==> src/rtl/core/mbps_pkg.sv <==
package mbps_pkg;

  // fixed field and register widths
  localparam int unsigned CfgIdxW      = 3;
  localparam int unsigned CfgDataW     = 64;
  localparam int unsigned PatternRegs  = 4;
  localparam int unsigned PatternBytes = 32;
  localparam int unsigned PatIdxW      = 5;
  localparam int unsigned LenRawW      = 6;
  localparam int unsigned WildW        = 32;
  localparam int unsigned AddrW        = 32;

  // configuration register indexes
  typedef enum logic [CfgIdxW-1:0] {
    CfgPattern0 = 3'd0,
    CfgPattern1 = 3'd1,
    CfgPattern2 = 3'd2,
    CfgPattern3 = 3'd3,
    CfgWildcard = 3'd4,
    CfgLength   = 3'd5,
    CfgBase     = 3'd6
  } cfg_index_e;

  // one input byte of the region
  typedef struct packed {
    logic [7:0] data_byte;
    logic       last_byte;
  } in_item_t;

  // one search report
  typedef struct packed {
    logic             found;
    logic [AddrW-1:0] match_address;
    logic [AddrW-1:0] match_offset;
  } out_item_t;

  // report from the match stage towards the result register
  typedef struct packed {
    logic      valid;
    out_item_t item;
  } match_res_t;

endpackage

==> src/rtl/core/mbps_cfg_regs.sv <==
module mbps_cfg_regs import mbps_pkg::*; #(
  parameter int unsigned MAX_PATTERN_BYTES = 32,
  localparam int unsigned LenW = $clog2(MAX_PATTERN_BYTES + 1)
) (
  input  logic                                clk_i,
  input  logic                                rst_ni,
  input  logic                                cfg_we_i,
  input  logic [CfgIdxW-1:0]                  cfg_index_i,
  input  logic [CfgDataW-1:0]                 cfg_data_i,
  output logic [MAX_PATTERN_BYTES-1:0][7:0]   aligned_o,
  output logic [MAX_PATTERN_BYTES-1:0]        care_o,
  output logic [LenW-1:0]                     len_o,
  output logic [AddrW-1:0]                    base_o
);

  logic [PatternRegs-1:0][CfgDataW-1:0] pat_q;
  logic [WildW-1:0]                     wild_q;
  logic [LenRawW-1:0]                   len_raw_q;
  logic [AddrW-1:0]                     base_q;

  logic [PatternBytes-1:0][7:0]         pat_bytes;
  logic [LenRawW-1:0]                   len_eff;
  logic [MAX_PATTERN_BYTES-1:0][7:0]    aligned_d, aligned_q;
  logic [MAX_PATTERN_BYTES-1:0]         care_d, care_q;
  logic [LenW-1:0]                      len_q;

  // register writes, unknown indexes dropped
  always_ff @(posedge clk_i or negedge rst_ni) begin
    if (!rst_ni) begin
      pat_q     <= '0;
      wild_q    <= '0;
      len_raw_q <= LenRawW'(1);
      base_q    <= '0;
    end else if (cfg_we_i) begin
      case (cfg_index_e'(cfg_index_i))
        CfgPattern0: pat_q[0]  <= cfg_data_i;
        CfgPattern1: pat_q[1]  <= cfg_data_i;
        CfgPattern2: pat_q[2]  <= cfg_data_i;
        CfgPattern3: pat_q[3]  <= cfg_data_i;
        CfgWildcard: wild_q    <= cfg_data_i[WildW-1:0];
        CfgLength:   len_raw_q <= cfg_data_i[LenRawW-1:0];
        CfgBase:     base_q    <= cfg_data_i[AddrW-1:0];
        default: ;
      endcase
    end
  end

  assign pat_bytes = pat_q;

  // clamp the pattern length into 1 .. max
  always_comb begin
    if (len_raw_q == '0) begin
      len_eff = LenRawW'(1);
    end else if (len_raw_q > LenRawW'(MAX_PATTERN_BYTES)) begin
      len_eff = LenRawW'(MAX_PATTERN_BYTES);
    end else begin
      len_eff = len_raw_q;
    end
  end

  // pattern reversed onto window positions, newest byte at position 0
  for (genvar j = 0; j < MAX_PATTERN_BYTES; j++) begin : g_align
    logic [LenRawW-1:0] idx;
    assign idx          = len_eff - LenRawW'(j) - LenRawW'(1);
    assign aligned_d[j] = pat_bytes[idx[PatIdxW-1:0]];
    assign care_d[j]    = (LenRawW'(j) < len_eff) && !wild_q[idx[PatIdxW-1:0]];
  end

  // derived pattern view, registered from the configuration registers
  always_ff @(posedge clk_i) begin
    aligned_q <= aligned_d;
    care_q    <= care_d;
    len_q     <= LenW'(len_eff);
  end

  assign aligned_o = aligned_q;
  assign care_o    = care_q;
  assign len_o     = len_q;
  assign base_o    = base_q;

endmodule

==> src/rtl/core/mbps_match.sv <==
module mbps_match import mbps_pkg::*; #(
  parameter int unsigned MAX_PATTERN_BYTES = 32,
  parameter int unsigned ADDRESS_BITS      = 32,
  localparam int unsigned LenW = $clog2(MAX_PATTERN_BYTES + 1)
) (
  input  logic                              clk_i,
  input  logic                              rst_ni,
  input  logic                              fire_i,
  input  in_item_t                          item_i,
  input  logic [MAX_PATTERN_BYTES-1:0][7:0] aligned_i,
  input  logic [MAX_PATTERN_BYTES-1:0]      care_i,
  input  logic [LenW-1:0]                   len_i,
  input  logic [AddrW-1:0]                  base_i,
  output match_res_t                        res_o
);

  localparam logic [AddrW-1:0] AddrMask = (ADDRESS_BITS >= AddrW) ? '1 :
      AddrW'((65'd1 << ADDRESS_BITS) - 65'd1);

  logic [MAX_PATTERN_BYTES-1:0][7:0] win_q, win_d;
  logic [AddrW-1:0]                  seen_q, seen_nx;
  logic                              reported_q;
  logic [MAX_PATTERN_BYTES-1:0]      pos_ok;
  logic                              hit;
  logic [AddrW-1:0]                  offset;
  logic [AddrW-1:0]                  address;

  // window shifted by the incoming byte
  assign win_d[0] = item_i.data_byte;
  for (genvar j = 1; j < MAX_PATTERN_BYTES; j++) begin : g_shift
    assign win_d[j] = win_q[j-1];
  end

  // per-position compare, wildcard and unused positions always pass
  for (genvar j = 0; j < MAX_PATTERN_BYTES; j++) begin : g_cmp
    assign pos_ok[j] = !care_i[j] || (win_d[j] == aligned_i[j]);
  end

  // saturating byte count and report fields
  assign seen_nx = (seen_q == '1) ? seen_q : seen_q + AddrW'(1);
  assign hit     = (base_i != '0) && (seen_nx >= AddrW'(len_i)) && (&pos_ok);
  assign offset  = seen_nx - AddrW'(len_i);
  assign address = (base_i + offset) & AddrMask;

  always_comb begin
    res_o.valid              = fire_i && !reported_q && (hit || item_i.last_byte);
    res_o.item.found         = hit;
    res_o.item.match_address = hit ? address : '0;
    res_o.item.match_offset  = hit ? offset : '0;
  end

  // region state, cleared after the final byte
  always_ff @(posedge clk_i or negedge rst_ni) begin
    if (!rst_ni) begin
      seen_q     <= '0;
      reported_q <= 1'b0;
    end else if (fire_i) begin
      if (item_i.last_byte) begin
        seen_q     <= '0;
        reported_q <= 1'b0;
      end else if (!reported_q) begin
        seen_q <= seen_nx;
        if (hit) begin
          reported_q <= 1'b1;
        end
      end
    end
  end

  // window bytes are only compared once written in the current region
  always_ff @(posedge clk_i) begin
    if (fire_i && !reported_q) begin
      win_q <= win_d;
    end
  end

endmodule

==> src/rtl/core/masked_byte_pattern_search_unit.sv <==
// channel  direction  handshake              payload
// in       input      in_valid_i / in_stall_o    in_item_i (data_byte, last_byte)
// out      output     out_valid_o / out_stall_i  out_item_o (found, address, offset)
// cfg      input      cfg_valid_i / cfg_ready_o  cfg_index_i, cfg_data_i
//
// one byte accepted per cycle while in_stall_o is low; a report is offered from the result register
// the input register feeds the window compare, which loads the result register
// cfg_ready_o is always high; pattern changes pass the config registers, then the derived pattern registers
// reset clears the region state, the valid flags and the config registers, pattern length resets to one
// a held result blocks the input only once the input register is also full
module masked_byte_pattern_search_unit import mbps_pkg::*; #(
  parameter int unsigned MAX_PATTERN_BYTES = 32,
  parameter int unsigned ADDRESS_BITS      = 32
) (
  input  logic                clk_i,
  input  logic                rst_ni,
  input  logic                in_valid_i,
  output logic                in_stall_o,
  input  in_item_t            in_item_i,
  output logic                out_valid_o,
  input  logic                out_stall_i,
  output out_item_t           out_item_o,
  input  logic                cfg_valid_i,
  output logic                cfg_ready_o,
  input  logic [CfgIdxW-1:0]  cfg_index_i,
  input  logic [CfgDataW-1:0] cfg_data_i
);

  localparam int unsigned LenW = $clog2(MAX_PATTERN_BYTES + 1);

  logic                              s1_valid_q;
  in_item_t                          s1_item_q;
  logic                              res_valid_q;
  out_item_t                         res_item_q;
  logic                              out_ready;
  logic                              s1_fire;
  logic                              in_xfer;
  logic [MAX_PATTERN_BYTES-1:0][7:0] aligned;
  logic [MAX_PATTERN_BYTES-1:0]      care;
  logic [LenW-1:0]                   len;
  logic [AddrW-1:0]                  base;
  match_res_t                        match_res;

  assign cfg_ready_o = 1'b1;

  mbps_cfg_regs #(
    .MAX_PATTERN_BYTES(MAX_PATTERN_BYTES)
  ) u_cfg (
    .clk_i      (clk_i),
    .rst_ni     (rst_ni),
    .cfg_we_i   (cfg_valid_i && cfg_ready_o),
    .cfg_index_i(cfg_index_i),
    .cfg_data_i (cfg_data_i),
    .aligned_o  (aligned),
    .care_o     (care),
    .len_o      (len),
    .base_o     (base)
  );

  // pipeline handshake
  assign out_ready  = !res_valid_q || !out_stall_i;
  assign s1_fire    = s1_valid_q && out_ready;
  assign in_stall_o = s1_valid_q && !out_ready;
  assign in_xfer    = in_valid_i && !in_stall_o;

  // input register
  always_ff @(posedge clk_i or negedge rst_ni) begin
    if (!rst_ni) begin
      s1_valid_q <= 1'b0;
    end else if (in_xfer) begin
      s1_valid_q <= 1'b1;
    end else if (s1_fire) begin
      s1_valid_q <= 1'b0;
    end
  end

  always_ff @(posedge clk_i) begin
    if (in_xfer) begin
      s1_item_q <= in_item_i;
    end
  end

  mbps_match #(
    .MAX_PATTERN_BYTES(MAX_PATTERN_BYTES),
    .ADDRESS_BITS     (ADDRESS_BITS)
  ) u_match (
    .clk_i    (clk_i),
    .rst_ni   (rst_ni),
    .fire_i   (s1_fire),
    .item_i   (s1_item_q),
    .aligned_i(aligned),
    .care_i   (care),
    .len_i    (len),
    .base_i   (base),
    .res_o    (match_res)
  );

  // result register
  always_ff @(posedge clk_i or negedge rst_ni) begin
    if (!rst_ni) begin
      res_valid_q <= 1'b0;
    end else if (out_ready) begin
      res_valid_q <= match_res.valid;
    end
  end

  always_ff @(posedge clk_i) begin
    if (out_ready && match_res.valid) begin
      res_item_q <= match_res.item;
    end
  end

  assign out_valid_o = res_valid_q;
  assign out_item_o  = res_item_q;

  // input is only held back by a full pipe behind a stalled result
  a_stall_cause: assert property (@(posedge clk_i) disable iff (!rst_ni)
    in_stall_o |-> (out_valid_o && out_stall_i && s1_valid_q))
    else $error("input stalled without a stalled result");

  // a not-found report carries zero address and offset
  a_notfound_zero: assert property (@(posedge clk_i) disable iff (!rst_ni)
    (out_valid_o && !out_item_o.found) |->
      (out_item_o.match_address == '0 && out_item_o.match_offset == '0))
    else $error("not-found report with nonzero fields");

  // a zero base address never yields a match
  a_zero_base: assert property (@(posedge clk_i) disable iff (!rst_ni)
    (match_res.valid && match_res.item.found) |-> (base != '0))
    else $error("match reported with zero base address");

endmodule

==> config.mk <==
export PLATFORM = sky130hd
export DESIGN_NAME = masked_byte_pattern_search_unit
export DESIGN_NICKNAME = d
export VERILOG_FILES = /design/src/rtl/core/mbps_pkg.sv /design/src/rtl/core/mbps_cfg_regs.sv /design/src/rtl/core/mbps_match.sv /design/src/rtl/core/masked_byte_pattern_search_unit.sv
export SDC_FILE = /design/constraint.sdc
export NUM_CORES = 2
export LEC_CHECK = 0
export ABC_AREA = 1
export BUFFER_PORTS_ARGS = -buffer_cell sky130_fd_sc_hd__buf_4
export CORE_ASPECT_RATIO = 1.75
export CORE_UTILIZATION = 63
export DETAILED_ROUTE_END_ITERATION = 6
export PLACE_DENSITY = 0.83
export RECOVER_POWER = 50
export SYNTH_ARGS = -nofsm -noshare
export SYNTH_HDL_FRONTEND = slang
export SYNTH_SLANG_ARGS = --single-unit
==> constraint.sdc <==
create_clock -name clk_i -period 11.55 [get_ports clk_i]
set_clock_uncertainty 0.15 [all_clocks]
set_input_delay 1.155 -clock clk_i [delete_from_list [all_inputs] [get_ports clk_i]]
set_output_delay 1.155 -clock clk_i [all_outputs]
set_load 0.02 [all_outputs]
# After elaboration in Yosys (flattened, before gate mapping)
# Index checks and enable logic that the tools add are counted.
# Widths: inputs -> output; s select.
op_classes:
  div: 0
  n_lt_le_gt_ge: 66
  mul: 0
  n_shift: 0
  eq_ne: 40
  reduce_logical: 156
  n_bitwise: 0
  addsub: 65
  mux: 138
op_table:
  columns: ["cell", "count"]
  rows:
  - ["$bmux 8 s5", 32]
  - ["$eq 8x8->1", 32]
  - ["$mux 8", 32]
  - ["$lt 5x6->1 const B", 32]
  - ["$bmux 1 s5", 32]
  - ["$sub 5x1->5 const B", 32]
  - ["$lt 5x6->1 const A", 16]
  - ["$mux 32", 3]
  - ["$sub 5x5->5 const B", 16]
  - ["$logic_not 1->1", 69]
  - ["$lt 4x6->1 const A", 8]
  - ["$logic_and 1x1->1", 40]
  - ["$sub 5x4->5 const B", 8]
  - ["$mux 1", 37]
  - ["$logic_or 1x1->1", 34]
  - ["$add 32x1->32 const B", 1]
  - ["$add 32x32->32", 1]
  - ["$eq 32x32->1 const B", 1]
  - ["$ge 32x6->1", 1]
  - ["$reduce_and 32->1", 1]
  - ["$reduce_bool 32->1", 1]
  - ["$sub 32x6->32", 1]
  - ["$lt 3x6->1 const A", 4]
  - ["$sub 5x3->5 const B", 4]
  - ["13 further kinds", 27]
totals:
  latch_bits: 0
  n_memories: 0
  output_inout_bits: 68
  inputBits: 81
  mem_bits_rw: 0
  register_bits: 977
  romBits: 0

# Logic depth before layout (Yosys ltp)
logic_depth:
  word_depth: 9
  depth_mapped: 37
  ltp_nobuf: 35

# Modules after synthesis
# From an unflattened synthesis, not the netlist that was laid out.
unflattened:
  cells_unflattened: 7459
  area_unflattened_um2: 55231.7
by_module_without_submodules:
  columns: ["module", "area_each_um2", "seq_area_each_um2", "cells_per_inst", "n_inst"]
  rows:
  - ["mbps_cfg_regs", 35927.0, 14044.7, 5476, 1]
  - ["mbps_match", 16966.3, 8272.9, 1892, 1]
  - ["masked_byte_pattern_search_unit", 2338.5, 2272.2, 91, 1]

# Least setup slack after synthesis
# No wires, ideal clock.
synth_timing:
  kind: "input port to flip-flop"
  start: "input out_stall_i"
  end: "register res_item_q (netlist bit out_item_o[0]), enable pin"
  t_required_ns: 10.981
  n_path_buf: 1
  arrival_time_ns: 10.692
  path_stages: 8
  setup_ns: 0.419
  slack_ns: 0.289
  path_cell_list: "nand2_1 > inv_1 > nor2_1 > inv_1 > nor2_1 > clkbuf_1 > nand2_1 > inv_1"
synth_between:
  elab_chain_cells: 6
synth_rtl:
  columns: ["item", "line", "text"]
  rows:
  - ["start: declaration", "masked_byte_pattern_search_unit.sv:21", "input logic out_stall_i,"]
  - ["$logic_not 1->1 *", "masked_byte_pattern_search_unit.sv:61", "assign out_ready = !res_valid_q || !out_stall_i;"]
  - ["$logic_or 1x1->1 *", "masked_byte_pattern_search_unit.sv:61", null]
  - ["$logic_and 1x1->1", "masked_byte_pattern_search_unit.sv:62", "assign s1_fire = s1_valid_q && out_ready;"]
  - ["$logic_and 1x1->1 (2 in series)", "mbps_match.sv:46", "res_o.valid = fire_i && !reported_q && (hit || item_i.last_byte);"]
  - ["$logic_and 1x1->1 *", "masked_byte_pattern_search_unit.sv:108", "if (out_ready && match_res.valid) begin"]
  - ["end signal: assignment", "masked_byte_pattern_search_unit.sv:109", "res_item_q <= match_res.item;"]
  - ["end: declaration", "masked_byte_pattern_search_unit.sv:34", "out_item_t res_item_q;"]
# Every way passes the cells marked *; elsewhere a longest branch is shown, timed or not.
# A chain may end at the register's enable or synchronous reset.

==> impl_metrics.json <==
{
  "postRouteAntennaNets": 0,
  "yosysMostFrequentCell": "nand2_1",
  "timing.final.ws_setup_ps": 4260,
  "max_stage_delay_ps": 4830,
  "finalHoldViolCount": 0,
  "p_leak_nw": 25.9,
  "port_buffers": 147,
  "wl_um": 220000,
  "synth_area_leaders": "edfxtp_1 (18%), dfrtp_1 (17%), o21ai_0 (13%)",
  "final.fill_count": 7070,
  "fin_nets": 7043,
  "violations": "DRC, capacitance limit, slew limit",
  "post-route-period-util": 0.631,
  "rows": 142,
  "status": "finished with violations",
  "path_clk_slew_ps": 70,
  "core_area_um2": 85600,
  "cts.sinks": 977,
  "yosys_register_bits": 977,
  "ys_seq_area_frac": 0.452,
  "hold-path-cell-count": 0,
  "yosys-top-cells-count": "nand2_1 (1734), o21ai_0 (1388), inv_1 (630)",
  "track_usage": 0.500,
  "critPathSlowestCell": "clkbuf_1",
  "cts_buffer_depth": 3,
  "yosys.cell_types.count": 61,
  "crit_family": "buffers and inverters",
  "grt_start_max_net_pins": 234,
  "grt_pass1_wl_um": 311000,
  "syn_inst": 6977,
  "fp.dieH_um": 391,
  "yosysWarnings": 0,
  "die_w_um": 224,
  "synth_area_um2": 54400,
  "synth-main-ff-cell": "dfrtp_1",
  "vias": 51500,
  "dpl.cell_count": 7971,
  "async_flop_share": 0.369,
  "dieArea_um2": 87600,
  "pin_count": 149,
  "wire_per_inst_um": 27.0,
  "crit_path_end_kind": "async pin",
  "first_pass_iters": 7,
  "cts_tree": "done",
  "start_kind": "primary input",
  "gr-total-overflow": 0,
  "cap_violations": 11,
  "fmax_mhz": 137,
  "finalSetupTns_ps": 0,
  "worstHoldPathType": "reg -> reg",
  "critPathKind": "in -> async",
  "gp_congestion": 1.14,
  "fin_crit_ps": 7290,
  "synth.avg_cell_area_um2": 7.80,
  "drive_gt1_frac": 0.0838,
  "grt_pass1_vias": 46700,
  "critical_path_depth": 1,
  "first_iter_violations": 7279,
  "post_cts_resized": 0,
  "whs_ps": 303,
  "instances_no_fill": 8153,
  "post_cts_buffers": 0,
  "syn_nets": 7111,
  "routed_via_density": 6.32,
  "cp_max_fo": 112,
  "setup_violations": 0,
  "area_growth_pct": 8.61,
  "rsz0062_at_grt": "false",
  "slew_headroom": -3.75,
  "cts_inserted_buffers": 88,
  "antenna_found_initial": 29,
  "cts_hold_buf": 0,
  "ff2ff_path_depth": 10,
  "power_density_nw_per_um2": 295,
  "root_buffer": "clkbuf_16",
  "dp_hpwl_um": 171000,
  "drcViolationCount": 19,
  "critPathRequiredTime_ps": 10460,
  "start_util": 0.635,
  "place_ws_ps": 5740,
  "yosys.area.top_type": "edfxtp_1",
  "ir_drop_v": 0.000217,
  "arrival_ps": 6200,
  "clk_latency_ps": 750,
  "drv_slew": 670,
  "power_w": 0.0174,
  "worstMarginPinSlew_ps": 7120,
  "cts_max_level": 3,
  "worst-path-buf-inv": 1,
  "cp_cell_sequence": "clkbuf_1",
  "synth_edf_count": 322,
  "yosys.area.top_type_share": 0.178
}
-- power by group --
part	switching, W	internal [W]	leakage [nW]	total (W)
registers	0.000747	0.00456	10.2	0.00531
logic	0.00641	0.00247	14.2	0.00888
clock network	0.00147	0.00176	1.54	0.00323
-- per-stage QoR --
stage	instance area [µm²]	util
floorplan	54400	-
global placement	56100	0.655
detailed placement	56100	0.655
CTS	59300	0.692
global route	59100	0.690
finish	59100	0.690
-- worst register-to-register path: stages, from the launching register on --
cell	delay (ps)
dfrtp_1	550
nor2_4	220
clkbuf_1	1900
ha_1	640
xor2_4	690
buf_4	610
inv_1	130
buf_4	340
o21ai_0	760
o21ai_0	200
o21ai_0	620
-- cell usage in the layout, fill, tap and decap left out, drive strengths merged, types with 2 or more instances in the layout --
| master | count |
|---|---|
| a21boi | 2 |
| a21o | 5 |
| a21oi | 71 |
| a221oi | 2 |
| a31oi | 4 |
| and2 | 4 |
| buf | 162 |
| bufinv | 9 |
| clkbuf | 168 |
| clkinv | 42 |
| clkinvlp | 8 |
| dfrtp | 360 |
| dfxtp | 294 |
| diode | 18 |
| edfxtp | 322 |
| fa | 2 |
| ha | 51 |
| inv | 663 |
| mux2i | 138 |
| nand2 | 1752 |
| nand3 | 146 |
| nand4 | 48 |
| nor2 | 391 |
| nor3 | 37 |
| nor3b | 4 |
| nor4 | 10 |
| o211ai | 295 |
| o21a | 21 |
| o21ai | 1550 |
| o21bai | 3 |
| o22ai | 33 |
| o31ai | 3 |
| or2 | 155 |
| xnor2 | 120 |
| xor2 | 103 |
-- cell families (layout without fill, tap and decap cells) --
kind of cell,after synthesis,count (layout),synth area share
flops,977,977,0.452
buf+inv,1046,1052,0.0761
xor+xnor,223,223,0.0369
other cells,1,19,0.0000689
compound gates,1991,1991,0.200
fa+ha+maj,53,53,0.0125
simple gates,2548,2548,0.197
mux,138,138,0.0254
-- routing by layer --
metal,GRT usage,routed length [µm]
met5,0,79
met4,0.511,27100
met2,0.761,96700
met3,0.144,25000
met1,0.545,71400
-- final cells by class --
class | count | area (µm²) | area share
clock buffer | 109 | 2480 | 0.0420
multi-input combinational | 4954 | 25800 | 0.437
timing repair buffer | 221 | 1500 | 0.0255
sequential | 977 | 24600 | 0.416
antenna | 18 | 45.0 | 0.000762
tap | 1152 | 1440 | 0.0244
clock inverter | 55 | 714 | 0.0121
inverter | 667 | 2510 | 0.0425
-- state kept, by name (all words and copies together), names as in the netlist, 9 cells and up --
| name | flops |
|---|---|
| u_cfg.base_o | 32 |
| u_match.win_d | 248 |
| out_item_o | 65 |
| u_cfg.pat_bytes | 256 |
| u_cfg.aligned_o | 256 |
| u_cfg.care_o | 32 |
| s1_item_q | 9 |
| u_cfg.wild_q | 32 |
| u_match.seen_q | 32 |
-- final timing paths --
kind,from,to,slack (ps)
worst max-delay path,rst_ni,u_cfg.pat_bytes[241],4260
worst min-delay path,u_match.win_d[210],u_match.win_d[218],300
worst max register to register,u_cfg.len_raw_q[5],u_cfg.aligned_o[244],4590
worst min register to register,u_match.win_d[210],u_match.win_d[218],300
max in group clk_i,u_cfg.len_raw_q[5],u_cfg.aligned_o[244],4590
min in group asynchronous,rst_ni,s1_valid_q,2990
Power figures use the tool's default switching activity.
